**src/rtl/fjs_pkg.sv**
```systemverilog
package fjs_pkg;

  localparam int unsigned ARR_W           = 32;
  localparam int unsigned SVC_W           = 32;
  localparam int unsigned ID_W            = 32;
  localparam int unsigned TIME_W          = 48;
  localparam int unsigned LIMIT_W         = 5;
  localparam int unsigned QUEUE_DEPTH_DEF = 16;

  localparam logic [LIMIT_W-1:0] QUEUE_LIMIT_RST = LIMIT_W'(16);
  localparam logic [ID_W-1:0]    FIRST_JOB_ID    = ID_W'(1);

  // Input opcodes.
  localparam logic OP_ARRIVE = 1'b0;
  localparam logic OP_FLUSH  = 1'b1;

  typedef enum logic [2:0] {
    S_IDLE = 3'b001,
    S_POP  = 3'b010,
    S_LAST = 3'b100
  } state_e;

  // One waiting job as it sits in the queue memory.
  typedef struct packed {
    logic [ID_W-1:0]  id;
    logic [SVC_W-1:0] svc;
  } entry_t;

  function automatic logic [TIME_W-1:0] sat_add(input logic [TIME_W-1:0] a,
                                                 input logic [TIME_W-1:0] b);
    logic [TIME_W:0] s;
    s = {1'b0, a} + {1'b0, b};
    return s[TIME_W] ? {TIME_W{1'b1}} : s[TIME_W-1:0];
  endfunction

endpackage

```
**src/rtl/bounded_fifo_job_server.sv**
```systemverilog
// Channel  | valid       | stall       | payload
// ---------+-------------+-------------+----------------------------------------------
// in       | in_valid_i  | in_stall_o  | op_i, arrival_time_i, service_time_i
// out      | out_valid_o | out_stall_i | job_id_o, finish_time_o, rejected_o,
//          |             |             | last_of_run_o, no_result_o
// cfg      | cfg_we_i    | -           | cfg_wdata_i (queue_limit)
//
// An arrival takes a pop step per waiting job it drains, then the final step;
// a flush takes a pop step per drained job, or just the final step when none
// waits. Entries are read ahead, so pops go out one per cycle but for stalls.
// Reset clears the pointers, count, busy time and job counter; the queue
// memory is not cleared, and no entry is read before it is written.
// A stall on the output freezes the pop and final steps; input is taken only when idle.
module bounded_fifo_job_server #(
  parameter int unsigned QUEUE_DEPTH = fjs_pkg::QUEUE_DEPTH_DEF
) (
  input  logic                          clk_i,
  input  logic                          rst_ni,
  input  logic                          cfg_we_i,
  input  logic [fjs_pkg::LIMIT_W-1:0]   cfg_wdata_i,
  input  logic                          in_valid_i,
  output logic                          in_stall_o,
  input  logic                          op_i,
  input  logic [fjs_pkg::ARR_W-1:0]     arrival_time_i,
  input  logic [fjs_pkg::SVC_W-1:0]     service_time_i,
  output logic                          out_valid_o,
  input  logic                          out_stall_i,
  output logic [fjs_pkg::ID_W-1:0]      job_id_o,
  output logic [fjs_pkg::TIME_W-1:0]    finish_time_o,
  output logic                          rejected_o,
  output logic                          last_of_run_o,
  output logic                          no_result_o
);
  import fjs_pkg::*;

  localparam int unsigned PTR_W = (QUEUE_DEPTH > 1) ? $clog2(QUEUE_DEPTH) : 1;
  localparam int unsigned CNT_W = $clog2(QUEUE_DEPTH + 1);
  localparam int unsigned LIM_W = (CNT_W > LIMIT_W) ? CNT_W : LIMIT_W;

  function automatic logic [PTR_W-1:0] ptr_inc(input logic [PTR_W-1:0] p);
    return (p == PTR_W'(QUEUE_DEPTH - 1)) ? '0 : p + 1'b1;
  endfunction

  state_e             state_q, state_d;
  logic               op_q;
  logic [ARR_W-1:0]   arr_q;
  logic [SVC_W-1:0]   svc_q;
  logic [ID_W-1:0]    id_q;
  logic               popped_q;
  logic [PTR_W-1:0]   head_q, head_d, tail_q, tail_d;
  logic [CNT_W-1:0]   count_q, count_d;
  logic [TIME_W-1:0]  busy_q, busy_d;
  logic [ID_W-1:0]    next_id_q;
  logic [LIMIT_W-1:0] limit_q;

  logic               out_valid_q;
  logic [ID_W-1:0]    out_id_q;
  logic [TIME_W-1:0]  out_fin_q;
  logic               out_rej_q, out_last_q, out_none_q;

  logic               accept, out_free;
  logic               in_cont, pop_more, pop_last, start_now, full;
  logic [LIM_W-1:0]   lim;
  logic [TIME_W-1:0]  arr_w, pop_busy;
  logic [CNT_W-1:0]   rem;
  logic [PTR_W-1:0]   head_nx;
  entry_t             rd_ent, wr_ent;
  logic               rd_en, wr_en;
  logic [PTR_W-1:0]   rd_addr;

  logic               emit, e_rej, e_last, e_none;
  logic [ID_W-1:0]    e_id;
  logic [TIME_W-1:0]  e_fin;

  fjs_mem #(
    .DEPTH(QUEUE_DEPTH)
  ) u_mem (
    .clk_i    (clk_i),
    .wr_en_i  (wr_en),
    .wr_addr_i(tail_q),
    .wr_data_i(wr_ent),
    .rd_en_i  (rd_en),
    .rd_addr_i(rd_addr),
    .rd_data_o(rd_ent)
  );

  assign in_stall_o = (state_q != S_IDLE);
  assign accept     = in_valid_i && (state_q == S_IDLE);
  assign out_free   = !out_valid_q || !out_stall_i;

  assign lim = (LIM_W'(limit_q) > LIM_W'(QUEUE_DEPTH)) ? LIM_W'(QUEUE_DEPTH)
                                                        : LIM_W'(limit_q);

  assign in_cont = (count_q != '0) &&
                   ((op_i == OP_FLUSH) || (TIME_W'(arrival_time_i) >= busy_q));

  assign arr_w    = TIME_W'(arr_q);
  assign pop_busy = sat_add(busy_q, TIME_W'(rd_ent.svc));
  assign rem      = count_q - 1'b1;
  assign head_nx  = ptr_inc(head_q);
  assign pop_more = (rem != '0) && ((op_q == OP_FLUSH) || (arr_w >= pop_busy));
  // For an arrival, the last pop closes the run only if the new job then waits.
  assign pop_last = (op_q == OP_FLUSH) ? (rem == '0)
                                       : ((arr_w < pop_busy) && (LIM_W'(rem) < lim));
  assign start_now = (arr_w >= busy_q);
  assign full      = (LIM_W'(count_q) >= lim);
  assign wr_ent    = '{id: id_q, svc: svc_q};

  // Writes happen only in the final step, and the next read comes in the step
  // after it at the earliest, so a read always sees the entry already written.
  always_comb begin
    state_d = state_q;
    head_d  = head_q;
    tail_d  = tail_q;
    count_d = count_q;
    busy_d  = busy_q;
    rd_en   = 1'b0;
    rd_addr = head_q;
    wr_en   = 1'b0;
    emit    = 1'b0;
    e_id    = '0;
    e_fin   = '0;
    e_rej   = 1'b0;
    e_last  = 1'b0;
    e_none  = 1'b0;
    case (state_q)
      S_IDLE: begin
        if (accept) begin
          if (in_cont) begin
            rd_en   = 1'b1;
            state_d = S_POP;
          end else begin
            state_d = S_LAST;
          end
        end
      end
      S_POP: begin
        if (out_free) begin
          emit    = 1'b1;
          e_id    = rd_ent.id;
          e_fin   = pop_busy;
          e_last  = pop_last;
          busy_d  = pop_busy;
          head_d  = head_nx;
          count_d = rem;
          if (pop_more) begin
            rd_en   = 1'b1;
            rd_addr = head_nx;
          end else if (op_q == OP_FLUSH) begin
            state_d = S_IDLE;
          end else begin
            state_d = S_LAST;
          end
        end
      end
      S_LAST: begin
        if (out_free) begin
          state_d = S_IDLE;
          e_last  = 1'b1;
          if (op_q == OP_FLUSH) begin
            emit   = 1'b1;
            e_none = 1'b1;
          end else if (start_now) begin
            busy_d = sat_add(arr_w, TIME_W'(svc_q));
            emit   = 1'b1;
            e_id   = id_q;
            e_fin  = busy_d;
          end else if (full) begin
            emit  = 1'b1;
            e_id  = id_q;
            e_rej = 1'b1;
          end else begin
            wr_en   = 1'b1;
            tail_d  = ptr_inc(tail_q);
            count_d = count_q + 1'b1;
            if (!popped_q) begin
              emit   = 1'b1;
              e_id   = id_q;
              e_none = 1'b1;
            end
          end
        end
      end
      default: begin
        state_d = S_IDLE;
      end
    endcase
  end

  always_ff @(posedge clk_i or negedge rst_ni) begin
    if (!rst_ni) begin
      state_q     <= S_IDLE;
      head_q      <= '0;
      tail_q      <= '0;
      count_q     <= '0;
      busy_q      <= '0;
      next_id_q   <= FIRST_JOB_ID;
      limit_q     <= QUEUE_LIMIT_RST;
      popped_q    <= 1'b0;
      out_valid_q <= 1'b0;
    end else begin
      state_q <= state_d;
      head_q  <= head_d;
      tail_q  <= tail_d;
      count_q <= count_d;
      busy_q  <= busy_d;
      if (cfg_we_i) begin
        limit_q <= cfg_wdata_i;
      end
      if (accept) begin
        popped_q <= 1'b0;
        if (op_i == OP_ARRIVE) begin
          next_id_q <= next_id_q + 1'b1;
        end
      end else if ((state_q == S_POP) && out_free) begin
        popped_q <= 1'b1;
      end
      if (emit) begin
        out_valid_q <= 1'b1;
      end else if (!out_stall_i) begin
        out_valid_q <= 1'b0;
      end
    end
  end

  always_ff @(posedge clk_i) begin
    if (accept) begin
      op_q  <= op_i;
      arr_q <= arrival_time_i;
      svc_q <= service_time_i;
      id_q  <= next_id_q;
    end
    if (emit) begin
      out_id_q   <= e_id;
      out_fin_q  <= e_fin;
      out_rej_q  <= e_rej;
      out_last_q <= e_last;
      out_none_q <= e_none;
    end
  end

  assign out_valid_o   = out_valid_q;
  assign job_id_o      = out_id_q;
  assign finish_time_o = out_fin_q;
  assign rejected_o    = out_rej_q;
  assign last_of_run_o = out_last_q;
  assign no_result_o   = out_none_q;

`ifndef SYNTH
  a_count_bound: assert property (@(posedge clk_i) disable iff (!rst_ni)
    count_q <= CNT_W'(QUEUE_DEPTH))
    else $error("wait count exceeds queue depth");

  a_pop_nonempty: assert property (@(posedge clk_i) disable iff (!rst_ni)
    (state_q == S_POP) |-> (count_q != '0))
    else $error("pop with an empty queue");

  a_accept_next: assert property (@(posedge clk_i) disable iff (!rst_ni)
    accept |=> ((state_q == S_POP) || (state_q == S_LAST)))
    else $error("accepted item not processed");

  a_none_fields: assert property (@(posedge clk_i) disable iff (!rst_ni)
    (out_valid_o && no_result_o) |-> ((finish_time_o == '0) && !rejected_o))
    else $error("empty result carries a finish time or reject");
`endif

endmodule

```
**src/rtl/fjs_mem.sv**
```systemverilog
module fjs_mem #(
  parameter int unsigned DEPTH = fjs_pkg::QUEUE_DEPTH_DEF,
  localparam int unsigned AW   = (DEPTH > 1) ? $clog2(DEPTH) : 1
) (
  input  logic                 clk_i,
  input  logic                 wr_en_i,
  input  logic [AW-1:0]        wr_addr_i,
  input  fjs_pkg::entry_t      wr_data_i,
  input  logic                 rd_en_i,
  input  logic [AW-1:0]        rd_addr_i,
  output fjs_pkg::entry_t      rd_data_o
);
  import fjs_pkg::*;

  entry_t mem_q [DEPTH];
  entry_t rd_q;

  always_ff @(posedge clk_i) begin
    if (wr_en_i) begin
      mem_q[wr_addr_i] <= wr_data_i;
    end
  end

  // Read data holds until the next read, so a stalled pop keeps its entry.
  always_ff @(posedge clk_i) begin
    if (rd_en_i) begin
      rd_q <= mem_q[rd_addr_i];
    end
  end

  assign rd_data_o = rd_q;

endmodule

```
**config.mk**
```make
export PLATFORM = sky130hd
export DESIGN_NAME = bounded_fifo_job_server
export DESIGN_NICKNAME = d
export VERILOG_FILES = /design/src/rtl/fjs_pkg.sv /design/src/rtl/bounded_fifo_job_server.sv /design/src/rtl/fjs_mem.sv
export SDC_FILE = /design/constraint.sdc
export NUM_CORES = 2
export LEC_CHECK = 0
export BUFFER_PORTS_ARGS = -buffer_cell sky130_fd_sc_hd__buf_2
export CORE_UTILIZATION = 25
export CTS_CLUSTER_DIAMETER = 40
export DETAILED_ROUTE_END_ITERATION = 6
export PLACE_DENSITY = 0.51
export SETUP_SLACK_MARGIN = 0.02
export SLEW_MARGIN = 10
export SYNTH_ARGS = -nofsm -noshare
export SYNTH_HDL_FRONTEND = slang
export SYNTH_SLANG_ARGS = --single-unit
```
**constraint.sdc**
```tcl
create_clock -name clk_i -period 8.3 [get_ports clk_i]
set_input_delay 0.83 -clock clk_i [delete_from_list [all_inputs] [get_ports clk_i]]
set_output_delay 0.83 -clock clk_i [all_outputs]
set_load 0.005 [all_outputs]
```
==> run metrics <==
clk sinks=~1400; Slew HR=about a quarter; FMAX=128 MHz; Cell variety after synth=88; layout cells sized above 1=roughly 16%; Root Driver=clkbuf_16; HPWL after DPL=a little over 100000 um; Clk network pwr share=between 20 and 30%; crit start category=register; DRT antenna net count=0; Nets=4548; Synth async-reset ratio=7.51%; cell area after synthesis=0.0583 mm^2; clk buf depth=3; Clk pin slew, worst setup/hold paths=roughly 0.06 ns; Post-Syn Nets=around 4300; Sequential Power Share=between 30 and 40%; final global-route overflow total=0; die footprint=about 0.24 mm^2; outcome=complete, no violations; max-cap viol count=0; Via-to-Cell Ratio=between 4 and 5; power per cell area=about 370 mW/mm^2; vias=roughly 36000; Gate Count Post-Synth=roughly 4100; most frequent cells in the layout=1268 x edfxtp_1, 655 x nand2_1, 486 x nand3_1; DR pass1 iterations=7; final worst path period share=94.1%; Max VDD drop=a little over 0.0003 V; cell area after layout=0.0689 mm^2; first-pass GRT wire length=247000 um; switching share of power=36.0%; vias in the first global route=between 30000 and 40000; Pins Over Slew Limit=0; Worst Skew=between 0.03 and 0.04 ns; final setup fails=0; Avg WL per Cell=approximately 23 um; Setup Buffers After CTS=0; Syn. warnings=0; syn_area_per_cell=14.3 um^2; Reg2Reg Setup Slack=0.49 ns; most common cell after layout, fill and taps aside=edfxtp_1; crit-path max FO=24; Num CTS Buffers=164; largest net degree at the start of global routing=83; RSZ-0062 raised after global routing=false; Die X=slightly below 500 um; Core Util, Final=around 30%; Clk Latency, worst-skew pair=0.81 ns; First DRT Iteration DRCs=3078; minimum clock period=7.81 ns; WL final=169000 um; power share of the combinational group=about a third; crit end category=register; die height=485 um; Initial Util=25.3%; Pint=roughly 16 mW; All-Layer GR Usage=14.2%; Post-synth top flop=edfxtp_1; LEAKAGE=24.2 nW; Tightest Pin Transition=around 1.1 ns; part of the Yosys area used for sequential elements=69.7%; H-tree levels=4; initial antenna violation count=12; dpl cell area=around 0.063 mm^2; Core Rows=176; Switch Pwr=a little over 9 mW; CP required=roughly 9 ns; Worst Hold Class=in2reg; Fin. Hold Viols=0; number of synthesized flops with an enable pin=around 1300; Ports=160; core area=~0.23 mm^2; total power=~26 mW; Final TNS setup=0 ns; CP max stage cell=mux4_2; Area growth syn-to-layout=18.2%; smallest hold slack=slightly above 0.2 ns; flop and latch count out of synthesis=1371; DRC=0; WS Path Type=reg2reg; arrival time at the worst endpoint=8.28 ns; slowest stage delay, CP=between 0.5 and 0.6 ns; GPL Wtd Cong=between 0.8 and 0.9; CTS tree=yes; port buffer count=between 150 and 200
-- worst max-delay path, delay by kind of cell (launching register included) --
family | cells | cell delay, ns
mux | 1 | 0.55
buf+inv | 2 | 0.61
flops | 1 | 0.44
fa+ha+maj | 3 | 0.86
simple gates | 9 | 1.95
compound gates | 11 | 3.05
-- synthesized netlist by cell type (all sizes together), types with 80 or more instances --
master / count / area [um^2]
nor2: 114 / 428
clkbuf: 121 / 454
a21oi: 119 / 622
nand3: 486 / 2430
edfxtp: 1268 / 38100
mux4: 128 / 2880
a21o: 88 / 668
buf: 80 / 458
ha: 178 / 2230
dfrtp: 100 / 2500
o21ai: 101 / 505
nand2: 655 / 2460
-- per-stage QoR --
step / instances / setup slack [ns]
after floorplan: 4069 / 1.34
after global placement: 7152 / 0.402
after detailed placement: 7152 / 0.374
after CTS: 7458 / 0.342
after global routing: 7459 / 0.0529
final: 7459 / 0.487
-- area by class of cell --
class                      count  area, um^2
clock buffer                 186        4210
sequential                  1371       40700
clock inverter               119        1400
antenna                        1        2.50
inverter                      76         290
multi-input combinational   2421       16700
timing repair buffer         259        1910
tap                         3026        3790
fill                       22850      162000
-- what timing repair did --
item	in CTS	in global routing
gates resized for setup	0	1
setup endpoints to repair	0	33
hold endpoints to repair	11	0
hold buffers	1	0
-- sequential cells by signal, indices dropped and copies added, names as in the netlist --
name and cells:
u_mem.mem_q 1024, u_mem.rd_data_o 64, busy_q 48, finish_time_o 48, arr_q 32, id_q 32, job_id_o 32, next_id_q 32
svc_q 32, count_q 5, limit_q 5, head_q 4, tail_q 4, state_q 3, last_of_run_o 1, no_result_o 1
op_q 1, out_valid_o 1, popped_q 1, rejected_o 1
-- kinds of logic (layout without fill, tap and decap cells) --
| group | count (synthesis) | in the layout | share of synthesized area [%] |
|---|---|---|---|
| AND/OR/NAND/NOR | 1451 | 1451 | 11.3 |
| flip-flops | 1371 | 1371 | 69.7 |
| AO/OA/AOI/OAI | 539 | 539 | 6.27 |
| buffers and inverters | 277 | 640 | 2.05 |
| adder cells (fa/ha/maj) | 181 | 181 | 3.90 |
| multiplexers | 142 | 142 | 5.20 |
| XOR/XNOR | 108 | 108 | 1.62 |
| other | 0 | 1 | 0 |
-- power groups by stage --
stage / clock [mW] / sequential (mW) / combinational (mW)
final: 7.43 / 9.38 / 8.92
after global routing: 7.85 / 9.46 / 9.88
after CTS: 7.57 / 9.39 / 8.98
after detailed placement: 0 / 9.52 / 8.93
after global placement: 0 / 9.51 / 8.90
after floorplan: 0 / 9.11 / 6.35
-- layer usage --
| metal | part of all wire [%] | global-route usage (%) |
|---|---|---|
| met5 | 0 | 0 |
| met4 | 1.9 | 3.44 |
| met3 | 5.7 | 2.32 |
| met2 | 45 | 22.2 |
| met1 | 47 | 20.4 |
-- worst paths after layout --
kind,cells past startpoint,startpoint,end
worst max-delay path,26,u_mem.rd_data_o[0],u_mem.rd_data_o[25]
worst min-delay path,1,service_time_i[22],svc_q[22]
worst max register to register,26,u_mem.rd_data_o[0],u_mem.rd_data_o[25]
worst min register to register,0,next_id_q[30],id_q[30]
max in group asynchronous,4,rst_ni,tail_q[3]
min in group asynchronous,2,rst_ni,busy_q[6]
Note: power is estimated with default switching activity, not from simulation.
